[src/hdl/sof_pkg.sv]
package sof_pkg;

    // samples seen so far, saturating
    localparam int unsigned COUNT_WIDTH = 3;
    localparam logic [COUNT_WIDTH-1:0] COUNT_SILENT = 3'd3;
    localparam logic [COUNT_WIDTH-1:0] COUNT_FULL   = 3'd4;

    // threshold multiplier, unsigned Q8.8
    localparam int unsigned FACTOR_WIDTH = 16;
    localparam logic [FACTOR_WIDTH-1:0] SPIKE_FACTOR_RESET = 16'd25600;

    // fraction bits of the factor, applied to the jump side of the compare
    localparam int unsigned FACTOR_FRAC = 8;

    localparam int unsigned TIME_WIDTH = 32;

    // how an item in flight is treated
    typedef enum logic {
        KIND_PASS,
        KIND_TEST
    } t_kind;

    // control of one pipeline stage
    typedef struct packed {
        logic  valid;
        t_kind kind;
    } t_stage_ctl;

endpackage

[src/hdl/sof_window.sv]
module sof_window
    import sof_pkg::*;
#(
    parameter int unsigned VALUE_WIDTH = 32
) (
    input  logic                                i_clk,
    input  logic                                i_rst_n,
    input  logic                                i_accept,
    input  logic                                i_advance,
    input  logic [TIME_WIDTH-1:0]               i_sample_time,
    input  logic [VALUE_WIDTH-1:0]              i_sample_value,
    output t_stage_ctl                          o_ctl,
    output logic [TIME_WIDTH-1:0]               o_time,
    output logic [3:0][VALUE_WIDTH-1:0]         o_window
);

    logic [3:0][VALUE_WIDTH-1:0] r_win;
    logic [TIME_WIDTH-1:0]       r_held_time;
    logic [TIME_WIDTH-1:0]       r_time;
    logic [COUNT_WIDTH-1:0]      r_count;
    t_stage_ctl                  r_ctl;
    t_stage_ctl                  n_ctl;

    // stage control for the item entering
    always_comb begin
        n_ctl = r_ctl;
        if (i_accept) begin
            n_ctl.valid = (r_count != COUNT_SILENT);
            n_ctl.kind  = (r_count == COUNT_FULL) ? KIND_TEST : KIND_PASS;
        end else if (i_advance) begin
            n_ctl.valid = 1'b0;
        end
    end

    // control state
    always_ff @(posedge i_clk) begin
        if (!i_rst_n) begin
            r_ctl       <= '{valid: 1'b0, kind: KIND_PASS};
            r_count     <= '0;
            r_win       <= '0;
            r_held_time <= '0;
        end else begin
            r_ctl <= n_ctl;
            if (i_accept) begin
                r_win       <= {i_sample_value, r_win[3], r_win[2], r_win[1]};
                r_held_time <= i_sample_time;
                if (r_count != COUNT_FULL) begin
                    r_count <= r_count + 1'b1;
                end
            end
        end
    end

    // time to emit: new sample when passing, previous one when tested
    always_ff @(posedge i_clk) begin
        if (i_accept) begin
            r_time <= (r_count == COUNT_FULL) ? r_held_time : i_sample_time;
        end
    end

    assign o_ctl    = r_ctl;
    assign o_time   = r_time;
    assign o_window = r_win;

    a_count_sat: assert property (@(posedge i_clk) disable iff (!i_rst_n)
        r_count <= COUNT_FULL)
        else $error("sample count beyond saturation");

    a_silent: assert property (@(posedge i_clk) disable iff (!i_rst_n)
        i_accept && r_count == COUNT_SILENT |=> !r_ctl.valid)
        else $error("fourth item entered the pipeline");

    a_shift: assert property (@(posedge i_clk) disable iff (!i_rst_n)
        i_accept |=> r_win[3] == $past(i_sample_value))
        else $error("window did not take the new sample");

endmodule

[src/hdl/sof_measure.sv]
module sof_measure
    import sof_pkg::*;
#(
    parameter int unsigned VALUE_WIDTH = 32
) (
    input  logic                                    i_clk,
    input  logic                                    i_rst_n,
    input  logic                                    i_load,
    input  logic                                    i_drain,
    input  t_stage_ctl                              i_ctl,
    input  logic [TIME_WIDTH-1:0]                   i_time,
    input  logic [3:0][VALUE_WIDTH-1:0]             i_window,
    input  logic [FACTOR_WIDTH-1:0]                 i_factor,
    output t_stage_ctl                              o_ctl,
    output logic                                    o_flip,
    output logic [VALUE_WIDTH+FACTOR_FRAC:0]        o_scaled,
    output logic [VALUE_WIDTH+FACTOR_WIDTH:0]       o_prod,
    output logic [TIME_WIDTH-1:0]                   o_time,
    output logic [VALUE_WIDTH-1:0]                  o_value
);

    localparam int unsigned DW = VALUE_WIDTH + 1;
    localparam int unsigned SW = VALUE_WIDTH + FACTOR_FRAC + 1;
    localparam int unsigned PW = VALUE_WIDTH + FACTOR_WIDTH + 1;

    logic signed [VALUE_WIDTH-1:0] a, b, c, d;
    logic signed [VALUE_WIDTH-1:0] lo, hi;
    logic [DW-1:0] d1, d2, j1, j2, jump, range;
    logic          d1_pos, d1_neg, d2_pos, d2_neg, flip;

    t_stage_ctl    r_ctl;
    logic          r_flip;
    logic [SW-1:0] r_scaled;
    logic [PW-1:0] r_prod;
    logic [TIME_WIDTH-1:0]  r_time;
    logic [VALUE_WIDTH-1:0] r_value;

    assign a = i_window[0];
    assign b = i_window[1];
    assign c = i_window[2];
    assign d = i_window[3];

    // differences around the middle sample and their signs
    always_comb begin
        d1     = {b[VALUE_WIDTH-1], b} - {c[VALUE_WIDTH-1], c};
        d2     = {c[VALUE_WIDTH-1], c} - {d[VALUE_WIDTH-1], d};
        d1_neg = d1[DW-1];
        d2_neg = d2[DW-1];
        d1_pos = !d1[DW-1] && (|d1);
        d2_pos = !d2[DW-1] && (|d2);
        flip   = (d1_pos && d2_neg) || (d1_neg && d2_pos);
        j1     = d1_neg ? (~d1 + 1'b1) : d1;
        j2     = d2_neg ? (~d2 + 1'b1) : d2;
        jump   = (j1 > j2) ? j1 : j2;
    end

    // range of the three neighbours
    always_comb begin
        lo = a;
        hi = a;
        if (b < lo) lo = b;
        if (d < lo) lo = d;
        if (b > hi) hi = b;
        if (d > hi) hi = d;
        range = {hi[VALUE_WIDTH-1], hi} - {lo[VALUE_WIDTH-1], lo};
    end

    // stage control
    always_ff @(posedge i_clk) begin
        if (!i_rst_n) begin
            r_ctl <= '{valid: 1'b0, kind: KIND_PASS};
        end else if (i_load) begin
            r_ctl <= i_ctl;
        end else if (i_drain) begin
            r_ctl.valid <= 1'b0;
        end
    end

    // threshold product and scaled jump
    always_ff @(posedge i_clk) begin
        if (i_load) begin
            r_flip   <= flip;
            r_scaled <= {jump, {FACTOR_FRAC{1'b0}}};
            r_prod   <= PW'(range) * PW'(i_factor);
            r_time   <= i_time;
            r_value  <= (i_ctl.kind == KIND_TEST) ? i_window[2] : i_window[3];
        end
    end

    assign o_ctl    = r_ctl;
    assign o_flip   = r_flip;
    assign o_scaled = r_scaled;
    assign o_prod   = r_prod;
    assign o_time   = r_time;
    assign o_value  = r_value;

endmodule

[src/hdl/sof_emit.sv]
module sof_emit
    import sof_pkg::*;
#(
    parameter int unsigned VALUE_WIDTH = 32
) (
    input  logic                                i_clk,
    input  logic                                i_rst_n,
    input  logic                                i_load,
    input  logic                                i_out_ready,
    input  t_stage_ctl                          i_ctl,
    input  logic                                i_flip,
    input  logic [VALUE_WIDTH+FACTOR_FRAC:0]    i_scaled,
    input  logic [VALUE_WIDTH+FACTOR_WIDTH:0]   i_prod,
    input  logic [TIME_WIDTH-1:0]               i_time,
    input  logic [VALUE_WIDTH-1:0]              i_value,
    output logic                                o_valid,
    output logic [TIME_WIDTH-1:0]               o_time,
    output logic [VALUE_WIDTH-1:0]              o_value
);

    localparam int unsigned PW = VALUE_WIDTH + FACTOR_WIDTH + 1;

    logic keep;
    logic r_valid;
    logic [TIME_WIDTH-1:0]  r_time;
    logic [VALUE_WIDTH-1:0] r_value;

    // spike: sign change and jump above the threshold
    assign keep = (i_ctl.kind == KIND_PASS) || !(i_flip && (PW'(i_scaled) > i_prod));

    always_ff @(posedge i_clk) begin
        if (!i_rst_n) begin
            r_valid <= 1'b0;
        end else if (i_load) begin
            r_valid <= keep;
        end else if (i_out_ready) begin
            r_valid <= 1'b0;
        end
    end

    always_ff @(posedge i_clk) begin
        if (i_load) begin
            r_time  <= i_time;
            r_value <= i_value;
        end
    end

    assign o_valid = r_valid;
    assign o_time  = r_time;
    assign o_value = r_value;

endmodule

[src/hdl/spike_outlier_filter.sv]
// an accepted item moves through the window stage, the measure stage and the output register
// throughput: one item per cycle; the output register and two internal stages
// each hold an item, so input stalls only when all three are full
// the fourth item and dropped spikes leave no result
// reset (synchronous, active low) clears window, held time, count, pipeline
// and sets the spike factor to 100.0
module spike_outlier_filter
    import sof_pkg::*;
#(
    parameter int unsigned VALUE_WIDTH = 32
) (
    input  logic                        i_clk,
    input  logic                        i_rst_n,
    input  logic                        i_cfg_we,
    input  logic [FACTOR_WIDTH-1:0]     i_cfg_data,
    input  logic                        i_in_valid,
    output logic                        o_in_ready,
    input  logic [TIME_WIDTH-1:0]       i_sample_time,
    input  logic [VALUE_WIDTH-1:0]      i_sample_value,
    output logic                        o_out_valid,
    input  logic                        i_out_ready,
    output logic [TIME_WIDTH-1:0]       o_out_time,
    output logic [VALUE_WIDTH-1:0]      o_out_value
);

    logic [FACTOR_WIDTH-1:0] r_factor;

    t_stage_ctl                         s1_ctl, s2_ctl;
    logic [TIME_WIDTH-1:0]              s1_time, s2_time;
    logic [3:0][VALUE_WIDTH-1:0]        s1_window;
    logic                               s2_flip;
    logic [VALUE_WIDTH+FACTOR_FRAC:0]   s2_scaled;
    logic [VALUE_WIDTH+FACTOR_WIDTH:0]  s2_prod;
    logic [VALUE_WIDTH-1:0]             s2_value;

    logic accept, s1_adv, s2_adv, s2_ready, s3_ready;

    // spike factor register
    always_ff @(posedge i_clk) begin
        if (!i_rst_n) begin
            r_factor <= SPIKE_FACTOR_RESET;
        end else if (i_cfg_we) begin
            r_factor <= i_cfg_data;
        end
    end

    // ready chain: a stage takes an item when empty or moving on
    assign s3_ready   = !o_out_valid || i_out_ready;
    assign s2_ready   = !s2_ctl.valid || s3_ready;
    assign o_in_ready = !s1_ctl.valid || s2_ready;
    assign accept     = i_in_valid && o_in_ready;
    assign s1_adv     = s1_ctl.valid && s2_ready;
    assign s2_adv     = s2_ctl.valid && s3_ready;

    sof_window #(.VALUE_WIDTH(VALUE_WIDTH)) u_window (
        .i_clk          (i_clk),
        .i_rst_n        (i_rst_n),
        .i_accept       (accept),
        .i_advance      (s1_adv),
        .i_sample_time  (i_sample_time),
        .i_sample_value (i_sample_value),
        .o_ctl          (s1_ctl),
        .o_time         (s1_time),
        .o_window       (s1_window)
    );

    sof_measure #(.VALUE_WIDTH(VALUE_WIDTH)) u_measure (
        .i_clk    (i_clk),
        .i_rst_n  (i_rst_n),
        .i_load   (s1_adv),
        .i_drain  (s2_adv),
        .i_ctl    (s1_ctl),
        .i_time   (s1_time),
        .i_window (s1_window),
        .i_factor (r_factor),
        .o_ctl    (s2_ctl),
        .o_flip   (s2_flip),
        .o_scaled (s2_scaled),
        .o_prod   (s2_prod),
        .o_time   (s2_time),
        .o_value  (s2_value)
    );

    sof_emit #(.VALUE_WIDTH(VALUE_WIDTH)) u_emit (
        .i_clk       (i_clk),
        .i_rst_n     (i_rst_n),
        .i_load      (s2_adv),
        .i_out_ready (i_out_ready),
        .i_ctl       (s2_ctl),
        .i_flip      (s2_flip),
        .i_scaled    (s2_scaled),
        .i_prod      (s2_prod),
        .i_time      (s2_time),
        .i_value     (s2_value),
        .o_valid     (o_out_valid),
        .o_time      (o_out_time),
        .o_value     (o_out_value)
    );

    a_s1_hold: assert property (@(posedge i_clk) disable iff (!i_rst_n)
        s1_ctl.valid && !s2_ready && !accept |=> s1_ctl.valid)
        else $error("stalled item lost in first stage");

    a_stall_full: assert property (@(posedge i_clk) disable iff (!i_rst_n)
        !o_in_ready |-> s1_ctl.valid && s2_ctl.valid && o_out_valid)
        else $error("input stalled with room in the pipeline");

    a_s2_hold: assert property (@(posedge i_clk) disable iff (!i_rst_n)
        s2_ctl.valid && !s3_ready |=> s2_ctl.valid && $stable(s2_time))
        else $error("stalled item lost in second stage");

endmodule

[config.mk]
export PLATFORM = sky130hd
export DESIGN_NAME = spike_outlier_filter
export DESIGN_NICKNAME = d
export VERILOG_FILES = /design/src/hdl/sof_pkg.sv /design/src/hdl/sof_window.sv /design/src/hdl/sof_measure.sv /design/src/hdl/sof_emit.sv /design/src/hdl/spike_outlier_filter.sv
export SDC_FILE = /design/constraint.sdc
export NUM_CORES = 2
export LEC_CHECK = 0
export ABC_AREA = 1
export BUFFER_PORTS_ARGS = -buffer_cell sky130_fd_sc_hd__buf_2
export CAP_MARGIN = 5
export CORE_UTILIZATION = 65
export CTS_CLUSTER_DIAMETER = 30
export CTS_CLUSTER_SIZE = 30
export DETAILED_ROUTE_END_ITERATION = 8
export PLACE_DENSITY = 0.94
export SLEW_MARGIN = 25
export SYNTH_ARGS = -nofsm -noshare
export SYNTH_HDL_FRONTEND = slang
export SYNTH_SLANG_ARGS = --single-unit
[constraint.sdc]
create_clock -name i_clk -period 12.8 [get_ports i_clk]
set_input_delay 1.92 -clock i_clk [delete_from_list [all_inputs] [get_ports i_clk]]
set_output_delay 1.92 -clock i_clk [all_outputs]
set_load 0.02 [all_outputs]
# Word level (Yosys, flattened, before mapping)
# Cells that the tools add are included.
# Widths: inputs -> output; s select.
classes:
  n_mux: 16
  order_cmp: 6
  shift: 0
  multipliers: 1
  reduce_logical: 25
  n_eq_ne: 3
  addsub: 6
  div: 0
  bitwise_logic: 3
ops:
  columns: ["cell", "count"]
  rows:
  - ["$mux 32", 6]
  - ["$mux 33", 3]
  - ["$sub 32x32->33", 3]
  - ["$add 33x1->33 const B", 2]
  - ["$not 33->33", 2]
  - ["$reduce_or 33->1", 2]
  - ["$gt 32x32->1", 2]
  - ["$lt 32x32->1", 2]
  - ["$gt 41x49->1", 1]
  - ["$mul 33x16->49", 1]
  - ["$gt 33x33->1", 1]
  - ["$logic_and 1x1->1", 8]
  - ["$mux 1", 7]
  - ["$logic_not 1->1", 6]
  - ["$reduce_bool 2->1", 3]
  - ["$logic_or 1x1->1", 5]
  - ["$add 3x1->3 const B", 1]
  - ["$eq 3x3->1 const B", 1]
  - ["$ne 3x2->1 const B", 1]
  - ["$ne 3x3->1 const B", 1]
  - ["$reduce_and 2->1", 1]
  - ["$not 1->1", 1]
totals:
  regBits: 427
  in_bits: 85
  ramBits: 0
  romBits: 0
  mem_count: 0
  wordCells: 80
  latchBits: 0

# Depth between registers and ports, before layout
depth:
  depth_word: 6
  depth_mapped: 77
  ltp_nobuf: 74

# Cells and area by module
# From an unflattened synthesis, not the netlist that was laid out.
unflattened:
  hier_cells: 5700
  area_unflattened_um2: 44527.7
modules_own_cells:
  columns: ["mod", "seq_area_each_um2", "area_each_um2", "cells_per_inst", "instances"]
  rows:
  - ["sof_measure", 4454.3, 33644.8, 4484, 1]
  - ["sof_window", 4264.1, 7098.1, 863, 1]
  - ["sof_emit", 1941.9, 3199.3, 277, 1]
  - ["spike_outlier_filter", 320.3, 585.6, 76, 1]

# Least setup slack after synthesis
# Ideal clock, no wire load.
synth_path:
  kind: "register to register"
  from: "register u_window.r_win, in the netlist u_window.o_window[31]"
  to: "register u_measure.r_prod[45] (netlist: u_measure.o_prod[45]), data pin"
  setup_ps: 265
  t_arrival_ps: 11167
  path_stages_with_launch: 65
  period_less_slack_ps: 11432
  t_required_ps: 12535
  path_buffers: 2
  slack_ps: 1368
  cell_sequence: "dfxtp_1 -> inv_1 -> ha_1 -> nand2_1 -> nor2_1 -> nand4_1 -> nor2_1 -> nand2_1 -> nand2_1 -> nand2_1 -> nand2_1 -> nand2_1 -> clkbuf_1 -> nand2_1 -> o21ai_0 -> ha_1 -> nand2_1 -> nor2_1 -> [29 not listed] -> fa_1 -> inv_1 -> fa_1 -> fa_1 -> inv_1 -> fa_1 -> inv_1 -> ha_1 -> nand2_1 -> nor2_1 -> nand2_1 -> nor4_1 -> a21oi_1 -> o31ai_1 -> a21o_1 -> nand3_1 -> o211ai_1 -> xor2_1"
synth_via:
  elab_chain_len: 6
synth_rtl:
  columns: ["element", "line_no", "source"]
  rows:
  - ["from (decl)", "sof_window.sv:17", "logic [3:0][VALUE_WIDTH-1:0] r_win;"]
  - ["from (signal assigned)", "sof_window.sv:45", "r_win <= {i_sample_value, r_win[3], r_win[2], r_win[1]};"]
  - ["$gt 32x32->1 or $lt 32x32->1 (tied branches)", "sof_measure.sv:63, sof_measure.sv:61", null]
  - ["$mux 32 (on tied branches)", "sof_measure.sv:63, sof_measure.sv:61", null]
  - ["$gt 32x32->1 or $lt 32x32->1 (tied branches)", "sof_measure.sv:64, sof_measure.sv:62", null]
  - ["$mux 32 (on tied branches)", "sof_measure.sv:64, sof_measure.sv:62", null]
  - ["$sub 32x32->33 *", "sof_measure.sv:65", "range = {hi[VALUE_WIDTH-1], hi} - {lo[VALUE_WIDTH-1], lo};"]
  - ["$mul 33x16->49 *", "sof_measure.sv:84", "r_prod <= PW'(range) * PW'(i_factor);"]
  - ["to (signal assigned)", "sof_measure.sv:84", null]
  - ["to (decl)", "sof_measure.sv:34", "logic [PW-1:0] r_prod;"]
# Every way passes the cells marked *; elsewhere a longest branch is shown, timed or not.
# A chain may end at the register's enable or synchronous reset.

# Final worst setup path
layout_path:
  from: "register u_window.r_win, in the netlist u_window.o_window[14]"
  to: "register u_measure.r_prod[35] (netlist: u_measure.o_prod[35]), data pin"
# The elaborated chain is that of the path after synthesis.

==> flow_metrics.py <==
metrics = {
    "outcome": {
        "run_status": "finished clean",
    },
    "placed_design": {
        "dpl.cell_count": 6555,
        "routabilityCongestion": 1.044,
        "buffer_ports.inserted": 150,
        "place_hpwl_um": 119000,
        "worst_case_setup_slack_after_placement_ps": 4.166,
    },
    "logic_synthesis": {
        "postSynthRegisterBits": 427,
        "netlist-cell-type-count": 60,
        "synth_area_per_cell_um2": 7.904,
        "synth_ff_type": "sky130_fd_sc_hd__edfxtp_1",
        "synth-edff-count": 243,
        "synth_nets": 6461,
        "netlist_area_um2": 43930,
        "seq_area_frac_synth": 0.2500,
        "synth.yosys.warnings": 0,
        "syn_inst": 5558,
        "asr_flop_ratio_synth": 0,
    },
    "detailed_routing": {
        "routed_via_density": 6.255,
        "route.detailed.wl_per_inst_um": 23.18,
        "wl_met2_um": 66170,
        "detailroute.via_count": 42120,
        "met3RoutedLength_um": 23020,
        "detailed_route_iter0_violations": 5550,
        "route.top_layer_used": "met4",
        "first_pass_drt_iterations": 8,
        "route.antenna.remaining_nets": 0,
        "drt_wl_total_um": 156000,
        "drc": 0,
        "wl_met1_um": 56000,
    },
    "timing": {
        "timing.final.ws_setup_ps": 179.3,
        "clock_skew_ps": 88.55,
        "max_freq_mhz": 79.24,
        "finalSetupViolations": 0,
        "finalHoldWorstSlack_ps": 380.4,
        "timing_hold_violations_final": 0,
        "final_worst_path_period_share": 0.9860,
        "min_period_ps": 12620,
        "final-max-slew-violation-count": 0,
        "worst-slew-pin-transition_ps": 1201,
        "slew-limit-headroom": 0.1918,
    },
    "cts": {
        "ctsHtreeMaxLevel": 3,
        "cts-hold-fix-buffers": 0,
        "clkSinkCount": 427,
        "number_of_buffers_created_by_cts": 84,
        "ctsLongestPathBuffers": 3,
        "clock_insertion_delay_worst_skew_ps": 680,
        "clock_transition_at_path_regs_ps": 50,
        "clockRootBuffer": "sky130_fd_sc_hd__clkbuf_16",
        "cts_tree": "yes",
    },
    "worst_setup_path": {
        "critical_path.reg2reg.endpoint": "u_measure.o_prod[35]$_DFFE_PP_",
        "cp-start-kind": "flip-flop",
        "worst_path_top_cell_family_by_delay": "adder cells",
        "timing.critical_path.required_ps": 13180,
        "crit_slowest_cell": "sky130_fd_sc_hd__fa_2",
        "worst_r2r_startpoint": "u_window.o_window[14]$_SDFFE_PN0P_",
        "timing.setup.critical_path_class": "flip-flop to flip-flop",
        "critPathArrivalTime_ps": 13000,
        "rrSetupSlack_ps": 180,
        "crit_path_largest_cell_delay_ps": 630,
        "critPathBufInv": 11,
        "timing.critical_path.to_type": "flip-flop",
        "cell_depth_of_the_worst_flop_to_flop_path": 62,
        "timing.critical_path.fanout_max": 30,
        "cpMostUsedCell": "sky130_fd_sc_hd__nand2_1",
    },
    "cells_and_area": {
        "final_cells": 6733,
        "finish.net_count": 6698,
        "flow.area_growth_from_synthesis_pct": 14.08,
        "drive_above_1_share": 0.1156,
        "final_core_util": 0.7555,
    },
    "global_route": {
        "maximum_number_of_pins_on_one_net_before_global_route_repair": 93,
        "overall_global_routing_resource_usage": 0.4519,
        "antenna_found_initial": 1,
        "global_route_wire_length_before_repair_um": 233000,
        "first_global_vias": 41230,
        "grt_overflow_total": 0,
    },
    "floorplan": {
        "design.portCount": 151,
        "core_area_um2": 66330,
        "number_of_rows_in_the_core_area": 94,
        "die_area_um2": 68630,
        "floorplan.die.height_um": 262.0,
        "die_width_um": 262.0,
        "floorplan.initialDensity": 0.6623,
    },
    "worst_hold_path": {
        "hold_class": "flip-flop to flip-flop",
        "min_path_cells": 0,
        "hold-path-endpoint": "u_emit.o_time[0]$_DFFE_PP_",
        "worst_hold_startpoint": "u_measure.o_time[0]$_DFFE_PP_",
    },
    "job": {
        "drv.max_cap_violation_count": 0,
    },
}
[layout make-up]
class	instances	area [um^2]
Inverter	921	3491
Tap cell	864	1081
Fill cell	4697	16220
Timing Repair Buffer	337	2272
Clock inverter	61	863.3
Multi-Input combinational cell	4024	29170
Sequential cell	427	10980
Antenna cell	2	5.005
Clock buffer	97	2243
[cell usage after synthesis (30+ instances only)]
cell                       number  area share
sky130_fd_sc_hd__a21oi_1      396       0.045
sky130_fd_sc_hd__clkbuf_1     160       0.014
sky130_fd_sc_hd__dfxtp_1      184       0.084
sky130_fd_sc_hd__edfxtp_1     243        0.17
sky130_fd_sc_hd__fa_1         435        0.20
sky130_fd_sc_hd__ha_1         383        0.11
sky130_fd_sc_hd__inv_1        896       0.077
sky130_fd_sc_hd__nand2_1     1124       0.096
sky130_fd_sc_hd__nand3_1      228       0.026
sky130_fd_sc_hd__nand4_1       59      0.0084
sky130_fd_sc_hd__nor2_1       534       0.046
sky130_fd_sc_hd__nor3_1        30      0.0034
sky130_fd_sc_hd__o21ai_0      422       0.048
sky130_fd_sc_hd__xnor2_1       38      0.0076
sky130_fd_sc_hd__xor2_1       107       0.021
[timing repair]
| action | CTS | global route |
|---|---|---|
| endpoints found under the setup margin | 7 | 32 |
| pin swaps | 0 | 18 |
| setup buffers | 0 | 16 |
| gates cloned | 0 | 1 |
| gates resized for setup | 2 | 109 |
[metal layers]
metal	vias to the layer above	GRT usage
li1	18360	-
met1	19750	0.5801
met2	3207	0.6718
met3	799	0.1449
met4	0	0.2632
met5	-	0
[metrics by stage]
step,instance area [um^2],TNS [ps]
3_5_place_dp,46380,0
6_report,50110,0
4_1_cts,49500,0
5_1_grt,50110,-921.2
3_3_place_gp,46380,0
2_1_floorplan,43930,0
[cell families (layout without fill, tap and decap cells)]
logic type	after synthesis	in the layout	synth area share
xor gates and xnor gates	152	152	0.03150
AOI/OAI and AO/OA	977	977	0.1206
and+or+nand+nor	2077	2077	0.1954
other	0	2	0
adders and majority gates	818	818	0.3073
buffers and inverters	1107	1416	0.09533
DFF	427	427	0.2500
[state kept, by name (all words and copies together), names as in the netlist]
signal / cells
u_emit.o_value: 32
u_emit.o_time: 32
u_measure.o_ctl: 2
u_window.o_time: 32
u_measure.o_time: 32
u_measure.o_value: 32
u_measure.o_scaled: 33
u_window.r_held_time: 32
u_window.r_count: 3
u_window.o_ctl: 2
u_measure.o_prod: 49
u_emit.o_valid: 1
r_factor: 16
u_measure.o_flip: 1
u_window.o_window: 128
[placed cells by master (no fill, tap or decap), drive strengths merged, types with 10 or more instances in the layout]
master	Yosys	final
nand4	59	59
nor2	550	550
nand2	1135	1135
o21a	10	10
xnor2	40	40
dfxtp	184	184
a211oi	13	13
a31oi	17	17
clkinvlp	0	13
fa	435	435
a21o	18	18
o21bai	11	11
xor2	112	112
nand3	234	234
o21ai	453	453
inv	908	918
buf	26	336
clkinv	13	39
nor3	34	34
bufinv	0	12
clkbuf	160	98
or2	29	29
ha	383	383
a21oi	410	410
edfxtp	243	243
nor4	23	23
[worst max path at each step]
stage	startpoint	end	slack (ps)	cells after the start
after global routing	u_window.o_window[30]$_SDFFE_PN0P_	u_measure.o_prod[35]$_DFFE_PP_	-200	64
after global placement	u_window.o_window[63]$_SDFFE_PN0P_	u_measure.o_prod[45]$_DFFE_PP_	200	69
after detailed placement	u_window.o_window[63]$_SDFFE_PN0P_	u_measure.o_prod[45]$_DFFE_PP_	4	70
after CTS	u_window.o_window[63]$_SDFFE_PN0P_	u_measure.o_prod[45]$_DFFE_PP_	100	65
final	u_window.o_window[14]$_SDFFE_PN0P_	u_measure.o_prod[35]$_DFFE_PP_	180	62
after floorplan	u_window.o_window[31]$_SDFFE_PN0P_	u_measure.o_prod[45]$_DFFE_PP_	1370	64
Power is not shown: default switching activity piles up to over one toggle a cycle in this logic, so the estimate is an artifact.
